[src/design/blt_pkg.sv]
// ----------------------------------------------------------------------------
// blt_pkg: shared definitions of the BASIC line tokenizer
// Token kind codes, character constants, the keyword table, and the
// structs that carry a classified byte and a result item.
// ----------------------------------------------------------------------------
package blt_pkg;

   localparam int MAX_IDENT_CHARS  = 31;
   localparam int MAX_STRING_CHARS = 255;

   localparam int IDENT_LEN_W = $clog2(MAX_IDENT_CHARS + 1);
   localparam int IDENT_IDX_W = $clog2(MAX_IDENT_CHARS);
   localparam int STR_LEN_W   = $clog2(MAX_STRING_CHARS + 1);

   localparam int KEYWORD_COUNT = 18;
   localparam int KW_CHARS      = 8;
   localparam int KIND_W        = 6;

   localparam int QUEUE_DEPTH = 4;
   localparam int QPTR_W      = $clog2(QUEUE_DEPTH);
   localparam int QCOUNT_W    = $clog2(QUEUE_DEPTH + 1);

   localparam logic [7:0] CH_NUL   = 8'h00;
   localparam logic [7:0] CH_TAB   = 8'h09;
   localparam logic [7:0] CH_LF    = 8'h0A;
   localparam logic [7:0] CH_QUOTE = 8'h22;

   localparam logic [KIND_W-1:0] KIND_END     = 6'd0;
   localparam logic [KIND_W-1:0] KIND_NUMBER  = 6'd1;
   localparam logic [KIND_W-1:0] KIND_STRING  = 6'd2;
   localparam logic [KIND_W-1:0] KIND_IDENT   = 6'd3;
   localparam logic [KIND_W-1:0] KIND_LET     = 6'd4;
   localparam logic [KIND_W-1:0] KIND_PRINT   = 6'd5;
   localparam logic [KIND_W-1:0] KIND_INPUT   = 6'd6;
   localparam logic [KIND_W-1:0] KIND_IF      = 6'd7;
   localparam logic [KIND_W-1:0] KIND_THEN    = 6'd8;
   localparam logic [KIND_W-1:0] KIND_GOTO    = 6'd9;
   localparam logic [KIND_W-1:0] KIND_GOSUB   = 6'd10;
   localparam logic [KIND_W-1:0] KIND_RETURN  = 6'd11;
   localparam logic [KIND_W-1:0] KIND_FOR     = 6'd12;
   localparam logic [KIND_W-1:0] KIND_TO      = 6'd13;
   localparam logic [KIND_W-1:0] KIND_STEP    = 6'd14;
   localparam logic [KIND_W-1:0] KIND_NEXT    = 6'd15;
   localparam logic [KIND_W-1:0] KIND_REM     = 6'd16;
   localparam logic [KIND_W-1:0] KIND_KW_END  = 6'd17;
   localparam logic [KIND_W-1:0] KIND_CLS     = 6'd18;
   localparam logic [KIND_W-1:0] KIND_CIRCLE  = 6'd19;
   localparam logic [KIND_W-1:0] KIND_WAIT    = 6'd20;
   localparam logic [KIND_W-1:0] KIND_PRESENT = 6'd21;
   localparam logic [KIND_W-1:0] KIND_PLUS    = 6'd22;
   localparam logic [KIND_W-1:0] KIND_MINUS   = 6'd23;
   localparam logic [KIND_W-1:0] KIND_STAR    = 6'd24;
   localparam logic [KIND_W-1:0] KIND_SLASH   = 6'd25;
   localparam logic [KIND_W-1:0] KIND_LPAREN  = 6'd26;
   localparam logic [KIND_W-1:0] KIND_RPAREN  = 6'd27;
   localparam logic [KIND_W-1:0] KIND_COMMA   = 6'd28;
   localparam logic [KIND_W-1:0] KIND_SEMI    = 6'd29;
   localparam logic [KIND_W-1:0] KIND_EQUAL   = 6'd30;
   localparam logic [KIND_W-1:0] KIND_LT      = 6'd31;
   localparam logic [KIND_W-1:0] KIND_LE      = 6'd32;
   localparam logic [KIND_W-1:0] KIND_NE      = 6'd33;
   localparam logic [KIND_W-1:0] KIND_GT      = 6'd34;
   localparam logic [KIND_W-1:0] KIND_GE      = 6'd35;

   // One source byte after classification.
   typedef struct packed {
      logic [7:0]        byte_val;
      logic [7:0]        upper;
      logic [3:0]        digit;
      logic              is_digit;
      logic              is_alpha;
      logic              is_identc;
      logic              is_quote;
      logic              is_eol;
      logic              is_lt;
      logic              is_gt;
      logic              is_eq;
      logic              idle_emit;
      logic [KIND_W-1:0] idle_kind;
   } blt_class_type;

   typedef struct packed {
      logic [KIND_W-1:0] token_kind;
      logic [31:0]       number_value;
      logic [7:0]        text_char;
      logic              text_valid;
      logic              token_end;
      logic              last;
   } blt_result_type;

   // Keyword text, first character in the top byte, zero padded.
   function automatic logic [63:0] kw_word(input logic [KIND_W-1:0] kind);
      logic [63:0] w;
      w = '0;
      unique case (kind)
         KIND_LET:     w = {"LET", 40'h0};
         KIND_PRINT:   w = {"PRINT", 24'h0};
         KIND_INPUT:   w = {"INPUT", 24'h0};
         KIND_IF:      w = {"IF", 48'h0};
         KIND_THEN:    w = {"THEN", 32'h0};
         KIND_GOTO:    w = {"GOTO", 32'h0};
         KIND_GOSUB:   w = {"GOSUB", 24'h0};
         KIND_RETURN:  w = {"RETURN", 16'h0};
         KIND_FOR:     w = {"FOR", 40'h0};
         KIND_TO:      w = {"TO", 48'h0};
         KIND_STEP:    w = {"STEP", 32'h0};
         KIND_NEXT:    w = {"NEXT", 32'h0};
         KIND_REM:     w = {"REM", 40'h0};
         KIND_KW_END:  w = {"END", 40'h0};
         KIND_CLS:     w = {"CLS", 40'h0};
         KIND_CIRCLE:  w = {"CIRCLE", 16'h0};
         KIND_WAIT:    w = {"WAIT", 32'h0};
         KIND_PRESENT: w = {"PRESENT", 8'h0};
         default:      w = '0;
      endcase
      return w;
   endfunction

   function automatic logic [7:0] kw_char(input logic [KIND_W-1:0] kind,
                                          input logic [2:0] pos);
      logic [63:0] w;
      w = kw_word(kind);
      return w[8 * (7 - int'(pos)) +: 8];
   endfunction

   function automatic logic [3:0] kw_len(input logic [KIND_W-1:0] kind);
      logic [63:0] w;
      logic [3:0]  n;
      w = kw_word(kind);
      n = '0;
      for (int i = 0; i < KW_CHARS; i++) begin
         if (w[8 * (7 - i) +: 8] != 8'h00) begin
            n = n + 4'd1;
         end
      end
      return n;
   endfunction

endpackage

[src/design/blt_if.sv]
// ----------------------------------------------------------------------------
// blt_if: channel interfaces of the BASIC line tokenizer
// blt_byte_if carries source bytes, blt_token_if carries result items.
// ----------------------------------------------------------------------------
interface blt_byte_if;
   logic       valid;
   logic       ready;
   logic [7:0] source_byte;

   modport source (output valid, output source_byte, input ready);
   modport sink (input valid, input source_byte, output ready);
endinterface

interface blt_token_if;
   logic        valid;
   logic        ready;
   logic [5:0]  token_kind;
   logic [31:0] number_value;
   logic [7:0]  text_char;
   logic        text_valid;
   logic        token_end;
   logic        last;

   modport source (output valid, output token_kind, output number_value,
                   output text_char, output text_valid, output token_end,
                   output last, input ready);
   modport sink (input valid, input token_kind, input number_value,
                 input text_char, input text_valid, input token_end,
                 input last, output ready);
endinterface

[src/design/blt_front.sv]
// ----------------------------------------------------------------------------
// blt_front: source byte classifier
// Sorts each incoming byte into its character classes and works out what
// the byte yields when it arrives between tokens.
// ----------------------------------------------------------------------------
module blt_front (
   input  logic [7:0]            source_byte,
   output blt_pkg::blt_class_type cls
);

   logic                         is_upper;
   logic                         is_lower;
   logic                         is_blank;
   logic                         op_hit;
   logic [blt_pkg::KIND_W-1:0]   op_kind;

   always_comb begin
      op_hit  = 1'b1;
      op_kind = blt_pkg::KIND_END;
      unique case (source_byte)
         "+":     op_kind = blt_pkg::KIND_PLUS;
         "-":     op_kind = blt_pkg::KIND_MINUS;
         "*":     op_kind = blt_pkg::KIND_STAR;
         "/":     op_kind = blt_pkg::KIND_SLASH;
         "(":     op_kind = blt_pkg::KIND_LPAREN;
         ")":     op_kind = blt_pkg::KIND_RPAREN;
         ",":     op_kind = blt_pkg::KIND_COMMA;
         ";":     op_kind = blt_pkg::KIND_SEMI;
         "=":     op_kind = blt_pkg::KIND_EQUAL;
         default: op_hit = 1'b0;
      endcase
   end

   always_comb begin
      is_upper = (source_byte >= "A") && (source_byte <= "Z");
      is_lower = (source_byte >= "a") && (source_byte <= "z");
      is_blank = (source_byte == " ") || (source_byte == blt_pkg::CH_TAB);

      cls.byte_val  = source_byte;
      cls.upper     = is_lower ? (source_byte - 8'd32) : source_byte;
      cls.digit     = source_byte[3:0];
      cls.is_digit  = (source_byte >= "0") && (source_byte <= "9");
      cls.is_alpha  = is_upper || is_lower;
      cls.is_identc = cls.is_alpha || cls.is_digit ||
                      (source_byte == "_") || (source_byte == "$");
      cls.is_quote  = source_byte == blt_pkg::CH_QUOTE;
      cls.is_eol    = (source_byte == blt_pkg::CH_NUL) ||
                      (source_byte == blt_pkg::CH_LF);
      cls.is_lt     = source_byte == "<";
      cls.is_gt     = source_byte == ">";
      cls.is_eq     = source_byte == "=";
      // Between tokens, line ends, operators and unknown bytes each give
      // one result; everything else only opens or skips.
      cls.idle_emit = !(is_blank || cls.is_digit || cls.is_quote || cls.is_alpha ||
                        cls.is_lt || cls.is_gt);
      cls.idle_kind = op_hit ? op_kind : blt_pkg::KIND_END;
   end

endmodule

[src/design/blt_queue.sv]
// ----------------------------------------------------------------------------
// blt_queue: short queue of classified bytes
// Decouples the classifier from the token sequencer.
// ----------------------------------------------------------------------------
module blt_queue (
   input  logic                   clock,
   input  logic                   reset,
   input  logic                   push,
   input  blt_pkg::blt_class_type push_item,
   output logic                   full,
   input  logic                   pop,
   output logic                   head_valid,
   output blt_pkg::blt_class_type head
);

   blt_pkg::blt_class_type            slot_ff [blt_pkg::QUEUE_DEPTH];
   logic [blt_pkg::QPTR_W-1:0]        wr_ptr_ff;
   logic [blt_pkg::QPTR_W-1:0]        wr_ptr_in;
   logic [blt_pkg::QPTR_W-1:0]        rd_ptr_ff;
   logic [blt_pkg::QPTR_W-1:0]        rd_ptr_in;
   logic [blt_pkg::QCOUNT_W-1:0]      count_ff;
   logic [blt_pkg::QCOUNT_W-1:0]      count_in;
   logic                              do_push;
   logic                              do_pop;

   assign full       = count_ff == blt_pkg::QCOUNT_W'(blt_pkg::QUEUE_DEPTH);
   assign head_valid = count_ff != '0;
   assign head       = slot_ff[rd_ptr_ff];
   assign do_push    = push && !full;
   assign do_pop     = pop && head_valid;

   always_comb begin
      wr_ptr_in = wr_ptr_ff;
      rd_ptr_in = rd_ptr_ff;
      count_in  = count_ff;
      if (do_push) begin
         wr_ptr_in = (wr_ptr_ff == blt_pkg::QPTR_W'(blt_pkg::QUEUE_DEPTH - 1)) ?
                     '0 : wr_ptr_ff + 1'b1;
      end
      if (do_pop) begin
         rd_ptr_in = (rd_ptr_ff == blt_pkg::QPTR_W'(blt_pkg::QUEUE_DEPTH - 1)) ?
                     '0 : rd_ptr_ff + 1'b1;
      end
      if (do_push && !do_pop) begin
         count_in = count_ff + 1'b1;
      end else if (do_pop && !do_push) begin
         count_in = count_ff - 1'b1;
      end
   end

   always_ff @(posedge clock) begin
      if (reset) begin
         wr_ptr_ff <= '0;
         rd_ptr_ff <= '0;
         count_ff  <= '0;
      end else begin
         wr_ptr_ff <= wr_ptr_in;
         rd_ptr_ff <= rd_ptr_in;
         count_ff  <= count_in;
      end
   end

   always_ff @(posedge clock) begin
      if (do_push) begin
         slot_ff[wr_ptr_ff] <= push_item;
      end
   end

endmodule

[src/design/blt_back.sv]
// ----------------------------------------------------------------------------
// blt_back: token sequencer
// Runs the scanning state on classified bytes and drives the result
// register, streaming identifier text from the identifier buffer.
// ----------------------------------------------------------------------------
module blt_back (
   input  logic                    clock,
   input  logic                    reset,
   input  logic                    head_valid,
   input  blt_pkg::blt_class_type  head,
   output logic                    pop,
   input  logic                    rsp_ready,
   output logic                    rsp_valid,
   output blt_pkg::blt_result_type rsp_item
);

   localparam logic [1:0] S_RUN    = 2'd0;
   localparam logic [1:0] S_FLUSH  = 2'd1;
   localparam logic [1:0] S_SECOND = 2'd2;

   localparam logic [2:0] MODE_IDLE        = 3'd0;
   localparam logic [2:0] MODE_NUMBER      = 3'd1;
   localparam logic [2:0] MODE_IDENT       = 3'd2;
   localparam logic [2:0] MODE_STRING      = 3'd3;
   localparam logic [2:0] MODE_STRING_FULL = 3'd4;
   localparam logic [2:0] MODE_LESS        = 3'd5;
   localparam logic [2:0] MODE_GREATER     = 3'd6;

   localparam int LW = blt_pkg::IDENT_LEN_W;
   localparam int IW = blt_pkg::IDENT_IDX_W;
   localparam int SW = blt_pkg::STR_LEN_W;
   localparam int KC = blt_pkg::KEYWORD_COUNT;

   logic [1:0]                state_ff, state_in;
   logic [2:0]                mode_ff, mode_in;
   logic [31:0]               acc_ff, acc_in;
   logic [LW-1:0]             ilen_ff, ilen_in;
   logic [KC-1:0]             cand_ff, cand_in;
   logic [SW-1:0]             slen_ff, slen_in;
   logic [IW-1:0]             fidx_ff, fidx_in;
   blt_pkg::blt_class_type    held_ff, held_in;
   logic                      redo_ff, redo_in;
   logic                      out_valid_ff, out_valid_in;
   blt_pkg::blt_result_type   out_ff;
   logic [7:0]                ibuf_ff [blt_pkg::MAX_IDENT_CHARS];

   blt_pkg::blt_class_type    act;
   logic                      can_emit;
   logic                      emit;
   blt_pkg::blt_result_type   res;
   logic                      do_idle;
   logic                      first;
   logic                      wr_en;
   logic [IW-1:0]             wr_addr;
   logic [7:0]                wr_data;
   logic [LW-1:0]             nlen;
   logic [KC-1:0]             ncand;
   logic [KC-1:0]             cand_init;
   logic [6:0]                kw_cur;
   logic [6:0]                kw_app;
   logic [2:0]                idle_mode;
   logic                      flush_end;
   logic [31:0]               acc_next;

   function automatic blt_pkg::blt_result_type mk(
      input logic [blt_pkg::KIND_W-1:0] kind,
      input logic [31:0]                value,
      input logic [7:0]                 ch,
      input logic                       valid,
      input logic                       end_flag,
      input logic                       last_flag);
      blt_pkg::blt_result_type r;
      r.token_kind   = kind;
      r.number_value = value;
      r.text_char    = valid ? ch : 8'h00;
      r.text_valid   = valid;
      r.token_end    = end_flag;
      r.last         = last_flag;
      return r;
   endfunction

   // Bit 6 flags a keyword hit, the low bits give its kind.
   function automatic logic [6:0] kw_find(input logic [LW-1:0] len,
                                          input logic [KC-1:0] cnd);
      logic [6:0]                       r;
      logic [blt_pkg::KIND_W-1:0]       kind;
      r = '0;
      for (int k = 0; k < KC; k++) begin
         kind = blt_pkg::KIND_W'(int'(blt_pkg::KIND_LET) + k);
         if (cnd[k] && (int'(len) < blt_pkg::KW_CHARS) &&
             (int'(len) == int'(blt_pkg::kw_len(kind)))) begin
            r = {1'b1, kind};
         end
      end
      return r;
   endfunction

   assign can_emit  = !out_valid_ff || rsp_ready;
   assign rsp_valid = out_valid_ff;
   assign rsp_item  = out_ff;

   always_comb begin
      act      = (state_ff == S_RUN) ? head : held_ff;
      nlen     = ilen_ff + LW'(1);
      acc_next = {acc_ff[28:0], 3'b000} + {acc_ff[30:0], 1'b0} + 32'(head.digit);
      // Keyword candidates narrow one character at a time as the name grows.
      for (int k = 0; k < KC; k++) begin
         ncand[k] = cand_ff[k] &&
                    (blt_pkg::kw_char(blt_pkg::KIND_W'(int'(blt_pkg::KIND_LET) + k),
                                      ilen_ff[2:0]) == head.upper);
         cand_init[k] = blt_pkg::kw_char(blt_pkg::KIND_W'(int'(blt_pkg::KIND_LET) + k),
                                         3'd0) == act.upper;
      end
      kw_cur = kw_find(ilen_ff, cand_ff);
      kw_app = kw_find(nlen, ncand);

      priority if (act.is_digit) begin
         idle_mode = MODE_NUMBER;
      end else if (act.is_quote) begin
         idle_mode = MODE_STRING;
      end else if (act.is_alpha) begin
         idle_mode = MODE_IDENT;
      end else if (act.is_lt) begin
         idle_mode = MODE_LESS;
      end else if (act.is_gt) begin
         idle_mode = MODE_GREATER;
      end else begin
         idle_mode = MODE_IDLE;
      end
   end

   assign flush_end = (LW'(fidx_ff) + LW'(1)) == ilen_ff;

   always_comb begin
      state_in = state_ff;
      mode_in  = mode_ff;
      acc_in   = acc_ff;
      ilen_in  = ilen_ff;
      cand_in  = cand_ff;
      slen_in  = slen_ff;
      fidx_in  = fidx_ff;
      held_in  = held_ff;
      redo_in  = redo_ff;
      wr_en    = 1'b0;
      wr_addr  = ilen_ff[IW-1:0];
      wr_data  = head.upper;
      pop      = 1'b0;
      emit     = 1'b0;
      res      = '0;
      do_idle  = 1'b0;
      first    = 1'b0;

      unique case (state_ff)
         S_RUN: begin
            if (head_valid && can_emit) begin
               pop = 1'b1;
               unique case (mode_ff)
                  MODE_NUMBER: begin
                     if (head.is_digit) begin
                        acc_in = acc_next;
                     end else begin
                        emit    = 1'b1;
                        res     = mk(blt_pkg::KIND_NUMBER, acc_ff, 8'h00, 1'b0, 1'b1,
                                     !head.idle_emit);
                        first   = 1'b1;
                        do_idle = 1'b1;
                     end
                  end
                  MODE_IDENT: begin
                     mode_in = MODE_IDLE;
                     ilen_in = '0;
                     if (head.is_identc) begin
                        wr_en = 1'b1;
                        if (nlen == LW'(blt_pkg::MAX_IDENT_CHARS)) begin
                           // The name is full and completes on this byte.
                           if (kw_app[6]) begin
                              emit = 1'b1;
                              res  = mk(kw_app[5:0], 32'd0, 8'h00, 1'b0, 1'b1, 1'b1);
                           end else begin
                              state_in = S_FLUSH;
                              ilen_in  = nlen;
                              fidx_in  = '0;
                              redo_in  = 1'b0;
                              held_in  = head;
                           end
                        end else begin
                           mode_in = MODE_IDENT;
                           ilen_in = nlen;
                           cand_in = ncand;
                        end
                     end else if (kw_cur[6]) begin
                        emit    = 1'b1;
                        res     = mk(kw_cur[5:0], 32'd0, 8'h00, 1'b0, 1'b1,
                                     !head.idle_emit);
                        first   = 1'b1;
                        do_idle = 1'b1;
                     end else begin
                        // The byte that ended the name is handled after the text.
                        state_in = S_FLUSH;
                        ilen_in  = ilen_ff;
                        fidx_in  = '0;
                        redo_in  = 1'b1;
                        held_in  = head;
                     end
                  end
                  MODE_STRING: begin
                     emit = 1'b1;
                     if (head.is_quote) begin
                        res     = mk(blt_pkg::KIND_STRING, 32'd0, 8'h00, 1'b0, 1'b1, 1'b1);
                        mode_in = MODE_IDLE;
                        slen_in = '0;
                     end else if (head.is_eol) begin
                        res     = mk(blt_pkg::KIND_STRING, 32'd0, 8'h00, 1'b0, 1'b1,
                                     !head.idle_emit);
                        slen_in = '0;
                        first   = 1'b1;
                        do_idle = 1'b1;
                     end else begin
                        res     = mk(blt_pkg::KIND_STRING, 32'd0, head.byte_val, 1'b1,
                                     1'b0, 1'b1);
                        slen_in = slen_ff + SW'(1);
                        if (slen_ff == SW'(blt_pkg::MAX_STRING_CHARS - 1)) begin
                           mode_in = MODE_STRING_FULL;
                        end
                     end
                  end
                  MODE_STRING_FULL: begin
                     emit    = 1'b1;
                     slen_in = '0;
                     mode_in = MODE_IDLE;
                     if (head.is_quote) begin
                        res = mk(blt_pkg::KIND_STRING, 32'd0, 8'h00, 1'b0, 1'b1, 1'b1);
                     end else begin
                        res     = mk(blt_pkg::KIND_STRING, 32'd0, 8'h00, 1'b0, 1'b1,
                                     !head.idle_emit);
                        first   = 1'b1;
                        do_idle = 1'b1;
                     end
                  end
                  MODE_LESS: begin
                     emit    = 1'b1;
                     mode_in = MODE_IDLE;
                     if (head.is_eq) begin
                        res = mk(blt_pkg::KIND_LE, 32'd0, 8'h00, 1'b0, 1'b1, 1'b1);
                     end else if (head.is_gt) begin
                        res = mk(blt_pkg::KIND_NE, 32'd0, 8'h00, 1'b0, 1'b1, 1'b1);
                     end else begin
                        res     = mk(blt_pkg::KIND_LT, 32'd0, 8'h00, 1'b0, 1'b1,
                                     !head.idle_emit);
                        first   = 1'b1;
                        do_idle = 1'b1;
                     end
                  end
                  MODE_GREATER: begin
                     emit    = 1'b1;
                     mode_in = MODE_IDLE;
                     if (head.is_eq) begin
                        res = mk(blt_pkg::KIND_GE, 32'd0, 8'h00, 1'b0, 1'b1, 1'b1);
                     end else begin
                        res     = mk(blt_pkg::KIND_GT, 32'd0, 8'h00, 1'b0, 1'b1,
                                     !head.idle_emit);
                        first   = 1'b1;
                        do_idle = 1'b1;
                     end
                  end
                  default: begin
                     do_idle = 1'b1;
                  end
               endcase
            end
         end
         S_FLUSH: begin
            if (can_emit) begin
               emit    = 1'b1;
               res     = mk(blt_pkg::KIND_IDENT, 32'd0, ibuf_ff[fidx_ff], 1'b1, flush_end,
                            flush_end && !(redo_ff && held_ff.idle_emit));
               fidx_in = fidx_ff + IW'(1);
               if (flush_end) begin
                  state_in = S_RUN;
                  mode_in  = MODE_IDLE;
                  ilen_in  = '0;
                  if (redo_ff) begin
                     first   = 1'b1;
                     do_idle = 1'b1;
                  end
               end
            end
         end
         S_SECOND: begin
            if (can_emit) begin
               emit     = 1'b1;
               res      = mk(held_ff.idle_kind, 32'd0, 8'h00, 1'b0, 1'b1, 1'b1);
               state_in = S_RUN;
            end
         end
         default: begin
            state_in = S_RUN;
         end
      endcase

      // The byte seen between tokens: open a new token, skip it, or emit.
      if (do_idle) begin
         mode_in = idle_mode;
         if (act.is_digit) begin
            acc_in = 32'(act.digit);
         end
         if (act.is_quote) begin
            slen_in = '0;
         end
         if (act.is_alpha) begin
            ilen_in = LW'(1);
            cand_in = cand_init;
            wr_en   = 1'b1;
            wr_addr = '0;
            wr_data = act.upper;
         end
         if (act.idle_emit) begin
            if (first) begin
               state_in = S_SECOND;
               held_in  = act;
            end else begin
               emit = 1'b1;
               res  = mk(act.idle_kind, 32'd0, 8'h00, 1'b0, 1'b1, 1'b1);
            end
         end
      end

      out_valid_in = emit || (out_valid_ff && !rsp_ready);
   end

   always_ff @(posedge clock) begin
      if (reset) begin
         state_ff     <= S_RUN;
         mode_ff      <= MODE_IDLE;
         ilen_ff      <= '0;
         slen_ff      <= '0;
         fidx_ff      <= '0;
         redo_ff      <= 1'b0;
         out_valid_ff <= 1'b0;
      end else begin
         state_ff     <= state_in;
         mode_ff      <= mode_in;
         ilen_ff      <= ilen_in;
         slen_ff      <= slen_in;
         fidx_ff      <= fidx_in;
         redo_ff      <= redo_in;
         out_valid_ff <= out_valid_in;
      end
   end

   always_ff @(posedge clock) begin
      acc_ff  <= acc_in;
      cand_ff <= cand_in;
      held_ff <= held_in;
      if (emit) begin
         out_ff <= res;
      end
      if (wr_en) begin
         ibuf_ff[wr_addr] <= wr_data;
      end
   end

endmodule

[src/design/basic_line_tokenizer_core.sv]
// ----------------------------------------------------------------------------
// basic_line_tokenizer_core: BASIC line tokenizer
// Takes one source byte per item and emits number, string, identifier,
// keyword, operator and end tokens as result items.
//
//   channel  dir  interface     payload
//   req_bus  in   blt_byte_if   source_byte
//   rsp_bus  out  blt_token_if  token_kind, number_value, text_char,
//                               text_valid, token_end, last
//
// The token sequencer writes one result per cycle into its output register
// while the output is not stalled. A byte that ends one token and emits
// another gives its second result from the S_SECOND state. While a plain
// identifier's text streams from the identifier buffer, the byte that ended
// it is held, and any token of its own follows the text.
// Reset is synchronous.
// A four-entry queue between classifier and sequencer absorbs output stalls.
// ----------------------------------------------------------------------------
module basic_line_tokenizer_core (
   input  logic        clock,
   input  logic        reset,
   blt_byte_if.sink    req_bus,
   blt_token_if.source rsp_bus
);

   blt_pkg::blt_class_type  in_cls;
   blt_pkg::blt_class_type  head;
   blt_pkg::blt_result_type item;
   logic                    full;
   logic                    head_valid;
   logic                    pop;
   logic                    out_valid;

   blt_front u_front (
      .source_byte (req_bus.source_byte),
      .cls         (in_cls)
   );

   blt_queue u_queue (
      .clock      (clock),
      .reset      (reset),
      .push       (req_bus.valid),
      .push_item  (in_cls),
      .full       (full),
      .pop        (pop),
      .head_valid (head_valid),
      .head       (head)
   );

   blt_back u_back (
      .clock      (clock),
      .reset      (reset),
      .head_valid (head_valid),
      .head       (head),
      .pop        (pop),
      .rsp_ready  (rsp_bus.ready),
      .rsp_valid  (out_valid),
      .rsp_item   (item)
   );

   assign req_bus.ready        = !full;
   assign rsp_bus.valid        = out_valid;
   assign rsp_bus.token_kind   = item.token_kind;
   assign rsp_bus.number_value = item.number_value;
   assign rsp_bus.text_char    = item.text_char;
   assign rsp_bus.text_valid   = item.text_valid;
   assign rsp_bus.token_end    = item.token_end;
   assign rsp_bus.last         = item.last;

endmodule

[src/flat_wrapper.sv]
// flat-port wrapper written by rule: the top's interface ports become plain ports
module basic_line_tokenizer_core_flat 
  (clock, reset, req_bus_valid, req_bus_source_byte, req_bus_ready, rsp_bus_valid, rsp_bus_token_kind, rsp_bus_number_value, rsp_bus_text_char, rsp_bus_text_valid, rsp_bus_token_end, rsp_bus_last, rsp_bus_ready);
  blt_byte_if req_bus_i ();
  blt_token_if rsp_bus_i ();
  input  logic clock;
  input  logic reset;
  input wire logic [$bits(req_bus_i.valid)-1:0] req_bus_valid;
  input wire logic [$bits(req_bus_i.source_byte)-1:0] req_bus_source_byte;
  output wire logic [$bits(req_bus_i.ready)-1:0] req_bus_ready;
  output wire logic [$bits(rsp_bus_i.valid)-1:0] rsp_bus_valid;
  output wire logic [$bits(rsp_bus_i.token_kind)-1:0] rsp_bus_token_kind;
  output wire logic [$bits(rsp_bus_i.number_value)-1:0] rsp_bus_number_value;
  output wire logic [$bits(rsp_bus_i.text_char)-1:0] rsp_bus_text_char;
  output wire logic [$bits(rsp_bus_i.text_valid)-1:0] rsp_bus_text_valid;
  output wire logic [$bits(rsp_bus_i.token_end)-1:0] rsp_bus_token_end;
  output wire logic [$bits(rsp_bus_i.last)-1:0] rsp_bus_last;
  input wire logic [$bits(rsp_bus_i.ready)-1:0] rsp_bus_ready;
  assign req_bus_i.valid = req_bus_valid;
  assign req_bus_i.source_byte = req_bus_source_byte;
  assign req_bus_ready = req_bus_i.ready;
  assign rsp_bus_valid = rsp_bus_i.valid;
  assign rsp_bus_token_kind = rsp_bus_i.token_kind;
  assign rsp_bus_number_value = rsp_bus_i.number_value;
  assign rsp_bus_text_char = rsp_bus_i.text_char;
  assign rsp_bus_text_valid = rsp_bus_i.text_valid;
  assign rsp_bus_token_end = rsp_bus_i.token_end;
  assign rsp_bus_last = rsp_bus_i.last;
  assign rsp_bus_i.ready = rsp_bus_ready;
  basic_line_tokenizer_core u_core (.clock(clock), .reset(reset), .req_bus(req_bus_i), .rsp_bus(rsp_bus_i));
endmodule
[config.mk]
export PLATFORM = sky130hd
export DESIGN_NAME = basic_line_tokenizer_core_flat
export DESIGN_NICKNAME = d
export VERILOG_FILES = /design/src/design/blt_pkg.sv /design/src/design/blt_if.sv /design/src/design/blt_front.sv /design/src/design/blt_queue.sv /design/src/design/blt_back.sv /design/src/design/basic_line_tokenizer_core.sv /design/src/flat_wrapper.sv
export SDC_FILE = /design/constraint.sdc
export NUM_CORES = 1
export LEC_CHECK = 0
export BUFFER_PORTS_ARGS = -buffer_cell sky130_fd_sc_hd__buf_2
export CORE_UTILIZATION = 45
export CTS_CLUSTER_SIZE = 20
export DETAILED_ROUTE_END_ITERATION = 16
export GPL_TIMING_DRIVEN = 0
export PLACE_DENSITY = 0.64
export SLEW_MARGIN = 10
export SYNTH_ARGS = -nofsm -noshare
export SYNTH_HDL_FRONTEND = slang
export SYNTH_SLANG_ARGS = --single-unit
[constraint.sdc]
create_clock -name clock -period 4.8 [get_ports clock]
set_input_delay 0.48 -clock clock [delete_from_list [all_inputs] [get_ports clock]]
set_output_delay 0.48 -clock clock [all_outputs]
set_load 0.05 [all_outputs]
After elaboration in Yosys (flattened, before gate mapping)
Memory sizes are Yosys's and may differ from the RTL's. A register that Yosys moved wholly into a read port is not among the register bits.
Index checks and enable logic that the tools add are counted.

word-level totals
  memories kept = 2
  memory bits (writable) = 388
  input port bits = 12
  register bits = 166
  logic and storage cells = 488

cells by class
  add/subtract/negate cells = 11
  equal/unequal tests = 89
  reductions and logical operators = 135
  shifts and indexed selects = 18
  magnitude comparators = 8
  mux-type cells = 194

memories
  memory                  depth  width  rd ports  clocked after memory_dff  wr ports  RTL line         source
  u_core.u_back.ibuf_ff   31     8      1         1                         1         blt_back.sv:45   logic [7:0] ibuf_ff [blt_pkg::MAX_IDENT_CHARS];
  u_core.u_queue.slot_ff  4      35     1         1                         1         blt_queue.sv:16  blt_pkg::blt_class_type slot_ff [blt_pkg::QUEUE_DEPTH];

operators by type and width
  cell                                                        count
  indexed part select 64 x 7 -> 8 bit (first input constant)  18
  two-way mux 49 bit                                          11
  two-way mux 35 bit                                          11
  case mux 49 bit (6 select lines)                            1
  two-way mux 7 bit                                           36
  two-way mux 32 bit                                          6
  case mux 49 bit (3 select lines)                            1
  == test 8 bit                                               18
  two-way mux 18 bit                                          7
  == test 8 x 6 -> 1 bit (second input constant)              14
  two-way mux 5 bit                                           21
  logical AND 1 bit                                           101
  == test 7 x 8 -> 1 bit (first input constant)               12
  two-way mux 44 bit                                          2
  two-way mux 8 bit                                           9
  two-way mux 45 bit                                          1
  case mux 5 bit (9 select lines)                             1
  two-way mux 3 bit                                           14
  == test 5 x 4 -> 1 bit (second input constant)              8
  two-way mux 1 bit                                           40
  two-way mux 2 bit                                           18
  adder 32 bit                                                1
  adder 32 x 4 -> 32 bit                                      1
  two-way mux 11 bit                                          2
  51 further kinds                                            101

Logic depth before layout (Yosys ltp)
Gate-level depths: netlist of run 1.

  word-level depth = 34
  depth in mapped cells = 17

Modules after synthesis
From an unflattened synthesis of run 1, not the netlist that was laid out.

second synthesis, totals
  cells, all modules = 2145
  area total of the unflattened synthesis = 27302.4 um2

modules (own cells, without submodules)
  module                     cells each  instances  area an instance (um2)
  blt_back                   1813        1          21085.2
  blt_queue                  233         1          5556.6
  blt_front                  98          1          656.9
  basic_line_tokenizer_core  1           1          3.8

Worst setup path before layout of run 1
OpenSTA, ideal clock, no wires.

  path type = reg2reg
  start point = register u_core.u_back.ilen_ff[1]
  end point = memory u_core.u_back.ibuf_ff[0][2] (data pin)
  arrival time = 4114 ps
  library setup time = 457 ps
  stages on the path, launching flop included = 15
  slack = 229 ps
  required time = 4343 ps
  buffers on the path = 4
  clock period less this slack = 4571 ps
  cells stage by stage = dfxtp_1 buf_2 inv_1 clkbuf_1 ha_1 buf_2 nor4bb_1 buf_2 a32o_1 nand2b_4 o211a_4 o31ai_2 a21boi_2 nand2_1 a21boi_0

between the ends
  cells in the longest elaborated chain, start to end = 27
  elaborated cells between the ends (all ways) = 70
  those cells by class = order compare: 1; eq/ne: 7; mux: 26; reduce/logical: 36

ends and longest elaborated chain
  element                              RTL line         source
  start: declaration                   blt_back.sv:37   logic [LW-1:0] ilen_ff, ilen_in;
  start signal: assignment             blt_back.sv:343  ilen_ff <= ilen_in;
  less-than comparator 5 x 4 -> 1 bit  blt_back.sv:90   if (cnd[k] && (int'(len) < blt_pkg::KW_CHARS) &&
  logical AND 1 bit (2 in series)      blt_back.sv:90
  two-way mux 7 bit (18 in series)     blt_back.sv:90
  two-way mux 1 bit                    blt_back.sv:191  end else if (kw_cur[6]) begin
  two-way mux 1 bit                    blt_back.sv:172  if (head.is_identc) begin
  case mux 1 bit (6 select lines)      blt_back.sv:157  unique case (mode_ff)
  two-way mux 1 bit                    blt_back.sv:155  if (head_valid && can_emit) begin
  case mux 1 bit (2 select lines) *    blt_back.sv:153  unique case (state_ff)
  two-way mux 8 bit *                  blt_back.sv:302  if (do_idle) begin
  via u_core.u_back.wr_data[2]         blt_back.sv:55   logic [7:0] wr_data;
  end: declaration                     blt_back.sv:45

Mark *: on every way through the listed nets, which the timed path passes. The rest lies on a longest branch.

Worst setup path after layout of run 1
  start point = register u_core.u_back.ilen_ff[1]
  end point = memory u_core.u_back.ibuf_ff[8][3], enable pin

between the ends
  cells in the longest elaborated chain, start to end = 29
  elaborated cells between the ends (all ways) = 74
  those cells by class = order compare: 1; eq/ne: 7; mux: 30; reduce/logical: 36

ends and longest elaborated chain
  element                                  RTL line         source
  less-than comparator 5 x 4 -> 1 bit      blt_back.sv:90
  logical AND 1 bit (2 in series)          blt_back.sv:90
  two-way mux 7 bit (18 in series)         blt_back.sv:90
  two-way mux 1 bit                        blt_back.sv:191
  two-way mux 1 bit                        blt_back.sv:172
  case mux 1 bit (6 select lines)          blt_back.sv:157
  two-way mux 1 bit                        blt_back.sv:155
  case mux 1 bit (2 select lines)          blt_back.sv:153
  two-way mux 1 bit                        blt_back.sv:302
  two-way mux 1 bit                        blt_back.sv:358  if (wr_en) begin
  two-way mux 1 bit (implied by the code)  blt_back.sv:359  ibuf_ff[wr_addr] <= wr_data;

Parallel ways exist; a longest one is shown, timed or not.

==> results of run 1 <==
==> cells in the mapped netlist, types with 14 or more instances <==
cell	n	area, um^2
inv_1	38	143
nand2b_1	15	93.8
xnor2_1	34	298
a211oi_1	20	150
nor3_1	60	300
o21ai_0	91	455
nor2_1	163	612
buf_1	22	82.6
nand3_1	51	255
or3_1	14	87.6
buf_2	24	120
dfxtp_1	113	2260
and2_1	44	275
mux2_2	21	236
xor2_1	27	236
nor2b_1	16	100
clkbuf_1	72	270
nand2_1	134	503
a21o_1	26	195
a21oi_1	111	556
mux4_2	96	2160
edfxtp_1	397	11900
a31oi_1	20	125
mux2i_1	41	410
and3_1	25	156
ha_1	83	1040
==> critical path, delay by kind of cell, from the launching register on <==
kind / cells / cell delay (ps)
compound gates: 4 / 1290
fa+ha+maj: 1 / 210
buf+inv: 4 / 1180
flops: 1 / 370
simple gates: 4 / 1220
==> sequential cells by signal (all words and copies together) (netlist names), named ones only <==
signal	count
u_core.u_back.held_ff	24
u_core.u_queue.count_ff	3
u_core.u_back.rsp_item	49
u_core.u_back.slen_ff	8
u_core.u_back.acc_ff	32
u_core.u_queue.rd_ptr_ff	2
u_core.u_queue.slot_ff	100
u_core.u_back.state_ff	2
u_core.u_back.mode_ff	3
u_core.u_back.redo_ff	1
u_core.u_queue.wr_ptr_ff	2
u_core.u_back.cand_ff	18
u_core.u_back.fidx_ff	5
u_core.u_back.ibuf_ff	248
u_core.u_back.ilen_ff	5
u_core.u_back.rsp_valid	1
==> layout make-up <==
class	instances	area (um^2)	share of cell area [%]
flip-flops and latches	510	14200	49.6
multi-input cells	1317	10500	36.7
clock buffers	67	1450	5.08
well taps	748	936	3.28
plain buffers	118	528	1.85
repair buffers	79	526	1.84
clock inverters	32	292	1.02
inverters	42	161	0.565
diodes	1	2.50	0.00876
==> final timing paths <==
kind / start / endpoint
setup / recovery: u_core.u_back.ilen_ff[1] / u_core.u_back.ibuf_ff[8][3]
hold / removal: req_bus_source_byte[3] / u_core.u_queue.slot_ff[1][30]
setup reg to reg: u_core.u_back.ilen_ff[1] / u_core.u_back.ibuf_ff[8][3]
hold reg to reg: u_core.u_back.held_ff[5] / u_core.u_back.held_ff[5]
==> power groups by stage <==
stage	registers (mW)	clock network, mW	logic, mW
after floorplan	6.92	0	3.16
after global routing	6.15	4.33	6.33
after detailed placement	6.19	0	5.77
after CTS	6.10	4.17	5.90
final	6.09	4.09	5.95
after global placement	6.22	0	5.60
==> per-layer routing <==
| layer | global-route usage [%] | part of all wire, % | vias up |
|---|---|---|---|
| met1 | 33.1 | 44 | 8839 |
| met5 | 0 | 0 | - |
| met4 | 7.56 | 2.6 | 0 |
| met2 | 38.6 | 48 | 674 |
| met3 | 3.44 | 6.1 | 102 |
| li1 | - | - | 7926 |
==> kinds of logic after synthesis <==
kind of cell	after synthesis	synth area share (%)
xor gates and xnor gates	61	2.13
adders and majority gates	86	4.38
AOI/OAI and AO/OA	407	10.7
muxes	168	11.8
DFF	510	56.6
buffers and inverters	165	2.71
and+or+nand+nor	594	11.7
==> per-stage QoR <==
step	setup TNS, ps	hold slack (ps)	setup slack, ps
final	0	119	164
after global routing	0	102	1.67
after CTS	0	86.3	38.4
after detailed placement	-85070	456	-852
after global placement	-267580	449	-2530
after floorplan	0	430	229
==> repair_timing <==
| item | 4_1_cts | 5_1_grt |
|---|---|---|
| gates cloned | 1 | 0 |
| hold buffers | 0 | 0 |
| gates resized for setup | 56 | 16 |
| setup buffers | 11 | 5 |
| pin swaps | 10 | 2 |
| setup endpoints to repair | 404 | 89 |
==> results by group, run 1 <==
Worst setup path
  – Crit path launch type: register
  – CP Max Fanout: 11
  – Crit-path cells: buf_2 > clkinvlp_4 > ha_1 > clkbuf_1 > nand4bb_1 > o22a_1 > nand4_1 > o211a_4 > o31a_1 > o21ai_4 > buf_4 > nand3_1 > nor2_4
  – Worst R2R Path Depth: 13
  – Worst EP arrival: 4910 ps
  – CP max-delay cell: dfxtp_1
  – Critical path capture point type: register
  – R2R setup slack: between 150 and 200 ps
  – WP data required: 5070 ps
  – Critical path class: reg2reg
  – CP peak stage delay: between 300 and 400 ps

CTS
  – CTS H-tree lvls: 2
  – CTS tree: done
  – Clock-pin slew on the worst setup and hold paths: 70 ps
  – CTS max path bufs: 3
  – Insertion delay to the later sink of the worst-skew pair: 620 ps
  – Clock root cell: clkbuf_16
  – CTS buffer count: 53
  – Clock sinks: 510

Drt
  – DR DRC count: 0
  – WL per Instance: approximately 23 um
  – Average via count per standard cell: approximately 6.0
  – Vias after detailed routing: approximately 18000
  – Detail Route Antenna Nets: 0
  – Drt total wl: 67.5 mm
  – First drt pass iteration count: 6
  – DRT iter0 DRCs: around 1800

STA
  – Unrepaired setup endpoints after global routing: false
  – Max-Slew Margin vs Limit: 14.4%
  – Max frequency: around 220 MHz
  – Tmin final: 4640 ps
  – Worst slew pin tran: ~1300 ps
  – Final setup vio count: 0
  – Clock Skews: about 27 ps
  – Hold Fails Final Rpt: 0
  – Slew Limit Fails: 0
  – Fin crit share: 96.6%

Floorplanning
  – Row cnt: 86
  – I/O Pins: 63
  – DIE WIDTH: 238 um
  – Die Y: approximately 240 um
  – Die area: roughly 0.057 mm^2
  – Initial Util: between 40% and 50%
  – Core Area: roughly 0.055 mm^2

Synth
  – Syn Area/Cell: between 10 and 15 um^2
  – Share of the yosys chip area belonging to registers: between 50% and 60%
  – Post-synth EDFFs: approximately 400
  – Async SR Flop Fraction: 0%
  – Mapped Nets: 2089
  – Yosys reg bits: 510
  – Post-synthesis cell type count: 93
  – Main synth FF type: edfxtp_1
  – Post-synthesis cell count: between 1500 and 2000
  – Post-synthesis cell area: approximately 0.025 mm^2
  – Synth warnings: 0

Worst hold path
  – Hold Path Depth: 1
  – Worst min-delay path class: in2reg

Finish
  – Commonest cells after routing, fill and taps aside: 397 x edfxtp_1, 137 x nor2_1, 133 x nand2_1
  – Final Non-Filler Cells: approximately 3000
  – Most common cell after layout, fill and taps aside: edfxtp_1
  – Fillcell total: roughly 4700
  – Post-route core utilization: about half
  – Cell area after layout: ~0.029 mm^2
  – Area Growth Syn to Fin: 14.0%
  – Share of layout cells above drive strength 1: approximately 18%
  – Fin nets: around 2200

Place
  – DP HPWL: around 47 mm
  – Gpl congestion: 0.952
  – Input/output buffers: between 60 and 70
  – Placed cell area: approximately 0.026 mm^2
  – Inst Count DP: around 2800

Power
  – Clock power frac: ~25%
  – Switching power: between 6 and 7 mW
  – Flop pwr share: 37.8%
  – Power per cell area: ~560 mW/mm^2
  – Internal Pwr Total: 9.89 mW
  – Total chip power: 16.1 mW
  – Switch share: between 30% and 40%
  – Peak supply drop: roughly 0.46 mV
  – LEAKAGE: 9.98 nW
  – Comb pwr share: a little under two fifths

Status
  – Status: completed

Global routing
  – Vias in the first global route: about 17000
  – Largest net degree at the start of global routing: 50
  – Antenna violations before repair: 1
  – First-pass GRT wire length: between 100 and 150 mm
  – GRT overflow: 0
  – All-Layer GR Usage: approximately a quarter

Run
  – Max Cap Viol: 0
No activity file was read; power rests on OpenSTA's default activity.
==> run 2: changes to the inputs <==
--- a/config.mk
+++ b/config.mk
@@ -6,11 +6,13 @@
 export NUM_CORES = 1
 export LEC_CHECK = 0
 export BUFFER_PORTS_ARGS = -buffer_cell sky130_fd_sc_hd__buf_2
+export CORE_MARGIN = 2
 export CORE_UTILIZATION = 45
 export CTS_CLUSTER_SIZE = 20
 export DETAILED_ROUTE_END_ITERATION = 16
 export GPL_TIMING_DRIVEN = 0
-export PLACE_DENSITY = 0.64
+export PLACE_DENSITY = 0.62
+export RECOVER_POWER = 25
 export SLEW_MARGIN = 10
 export SYNTH_ARGS = -nofsm -noshare
 export SYNTH_HDL_FRONTEND = slang
==> constraint.sdc (replaced) <==
create_clock -name clock -period 5.2 [get_ports clock]
set_input_delay 0.52 -clock clock [delete_from_list [all_inputs] [get_ports clock]]
set_output_delay 0.52 -clock clock [all_outputs]
set_load 0.05 [all_outputs]
==> run 2 against run 1 <==
Net effect:
- design area decreased by 1.3%
- sequential power decreased by 7.2%
- clock skew decreased by 5.2 ps
- clock power decreased by 4%
- cell count decreased by 0.41%
- sequential cell count unchanged
- clock-buffer cell count increased by 8
- total power decreased by 8.2%
- combinational power decreased by 12%
- core utilization decreased by 0.67 points
- via count decreased by 2.1%
- critical path depth increased by 1
- critical endpoint is now u_core.u_back.ibuf_ff[12][4]
- largest cell class unchanged
==> results by group, run 2 (same netlist as run 1, synthesis figures left out) <==
Status
  – Status: completed

Drt
  – DR DRC count: 0
  – Drt total wl: between 60 and 70 mm
  – Average via count per standard cell: 5.92
  – First drt pass iteration count: 6
  – DRT iter0 DRCs: around 1600
  – Detail Route Antenna Nets: 0
  – WL per Instance: 22.8 um
  – Vias after detailed routing: 17200

Floorplanning
  – I/O Pins: 63
  – Die area: 0.0576 mm^2
  – Core Area: around 0.055 mm^2
  – Initial Util: between 40% and 50%
  – DIE WIDTH: between 200 and 250 um
  – Row cnt: 86
  – Die Y: roughly 240 um

Finish
  – Max reg flops: approximately 250
  – Final Non-Filler Cells: roughly 2900
  – Top reg by flops: u_core.u_back.ibuf_ff
  – Cell area after layout: 0.0282 mm^2
  – Area Growth Syn to Fin: 12.5%
  – Fillcell total: about 4800
  – Commonest cells after routing, fill and taps aside: 397 x edfxtp_1, 156 x nor2_1, 140 x clkbuf_1
  – Antenna diodes: 0
  – Most common cell after layout, fill and taps aside: edfxtp_1
  – Fin nets: between 2000 and 2500
  – Share of layout cells above drive strength 1: approximately an eighth

STA
  – Clock Skews: 21.5 ps
  – Max-Slew Margin vs Limit: 6.90%
  – Worst slew pin tran: approximately 1400 ps
  – Unrepaired setup endpoints after global routing: true
  – Tmin final: between 4000 and 5000 ps
  – Fin crit share: around 96%
  – Hold Fails Final Rpt: 0
  – Max frequency: ~200 MHz
  – Slew Limit Fails: 0
  – Final setup vio count: 0

Worst setup path
  – Crit path buf inv count: 5
  – R2r endpoint: u_core.u_back.ibuf_ff[12][4]
  – Worst EP arrival: roughly 5300 ps
  – R2R setup slack: roughly 220 ps
  – Critical path capture point type: register
  – Worst R2R Path Depth: 14
  – WP data required: between 5000 and 6000 ps
  – Delay-heaviest family, CP: buffers and inverters
  – CP max-delay cell: nor2_4
  – Critical path class: reg2reg
  – Crit-path cells: buf_2 > inv_1 > clkbuf_1 > ha_1 > clkbuf_1 > nand4bb_1 > o22a_1 > nand4_1 > o211a_4 > o31a_1 > o21ai_4 > buf_2 > nand3_1 > nor2_4
  – Crit path launch type: register
  – CP peak stage delay: around 400 ps
  – Critical Path Source: u_core.u_back.ilen_ff[1]
  – RR Startpoint: u_core.u_back.ilen_ff[1]
  – CP Max Fanout: 13

Worst hold path
  – Worst min-delay path class: in2reg
  – HP Start: req_bus_source_byte[3]
  – Hold endpoint: u_core.u_queue.slot_ff[3][30]
  – Hold Path Depth: 1

Run
  – Max Cap Viol: 0

Place
  – DP HPWL: 47.1 mm
  – Gpl congestion: approximately 0.93
  – Inst Count DP: between 2000 and 3000
  – Input/output buffers: slightly above 60
  – Placed cell area: approximately 0.026 mm^2

Power
  – Peak supply drop: approximately 0.36 mV
  – Power per cell area: approximately 530 mW/mm^2
  – LEAKAGE: 9.75 nW

Global routing
  – All-Layer GR Usage: approximately a quarter
  – Antenna violations before repair: 1
  – GRT overflow: 0
  – Vias in the first global route: 16800
  – First-pass GRT wire length: 101 mm
  – Largest net degree at the start of global routing: 50

CTS
  – CTS max path bufs: 3
  – CTS H-tree lvls: 2
  – CTS buffer count: 54
  – Clock sinks: slightly above 500
  – CTS tree: done
  – Clock-pin slew on the worst setup and hold paths: about 60 ps
  – Clock root cell: clkbuf_16
  – Insertion delay to the later sink of the worst-skew pair: around 600 ps
## run 2: cell count changes in the layout (fill, tap and decap cells not counted), moves of 5 or more
cell      before  now
clkbuf_1      78  140
buf_2         81   25
nor2_1       137  156
buf_4         14    3
nor2_4        13    3
nor2_2        14    5
buf_12         7    0
clkinv_1      13    6
clkbuf_8       2    7
nor3_2         1    6
## run 2: power by group
part	leakage, nW	switching (mW)	internal, mW
Sequential	4.51	0.255	5.39
Combinational	4.33	3.80	1.46
Clock	0.908	1.63	2.28
## run 2: worst max path at each step
stage,end,cells past startpoint
after floorplan,u_core.u_back.ibuf_ff[0][2],14
after global placement,u_core.u_back.ibuf_ff[16][2],13
after detailed placement,u_core.u_back.acc_ff[31],15
after CTS,u_core.u_back.ibuf_ff[8][4],14
after global routing,u_core.u_back.ibuf_ff[12][4],14
final,u_core.u_back.ibuf_ff[12][4],14
## run 2: layer usage
metal	global-route usage [%]	share of wire (%)	vias to the layer above	wire, um
li1	-	-	7884	-
met1	32.2	44	8557	29000
met2	37.7	47	603	31200
met3	3.28	6.1	120	4020
met4	8.53	3.1	2	2020
met5	0	0.024	-	16
## run 2: per-stage QoR
stage | setup slack (ps) | hold WS, ps | TNS, ps | util (%) | total power, mW
4_1_cts | 0.465 | 137 | 0 | 51.2 | 14.9
2_1_floorplan | 629 | 430 | 0 | - | 9.31
5_1_grt | -40.8 | 246 | -418 | 51.2 | 15.5
6_report | 217 | 238 | 0 | 51.2 | 14.8
3_3_place_gp | -1620 | 446 | -110990 | 47.8 | 10.9
3_5_place_dp | -433 | 457 | -4610 | 47.9 | 11.0
## run 2: area by class of cell
cell class | instances | area (um^2) | share of cell area [%]
buffer | 120 | 512 | 1.81
clock buffer | 75 | 1610 | 5.70
clock inverter | 26 | 236 | 0.838
inverter | 42 | 158 | 0.559
multi-input combinational | 1316 | 10300 | 36.5
sequential | 510 | 14200 | 50.3
tap | 748 | 936 | 3.32
timing repair buffer | 65 | 270 | 0.958
## run 2: timing repair
action	CTS	global route
hold buffers	0	0
setup endpoints to repair	42	214
resized for setup	5	14
pin swaps	0	0
buffers inserted	1	0
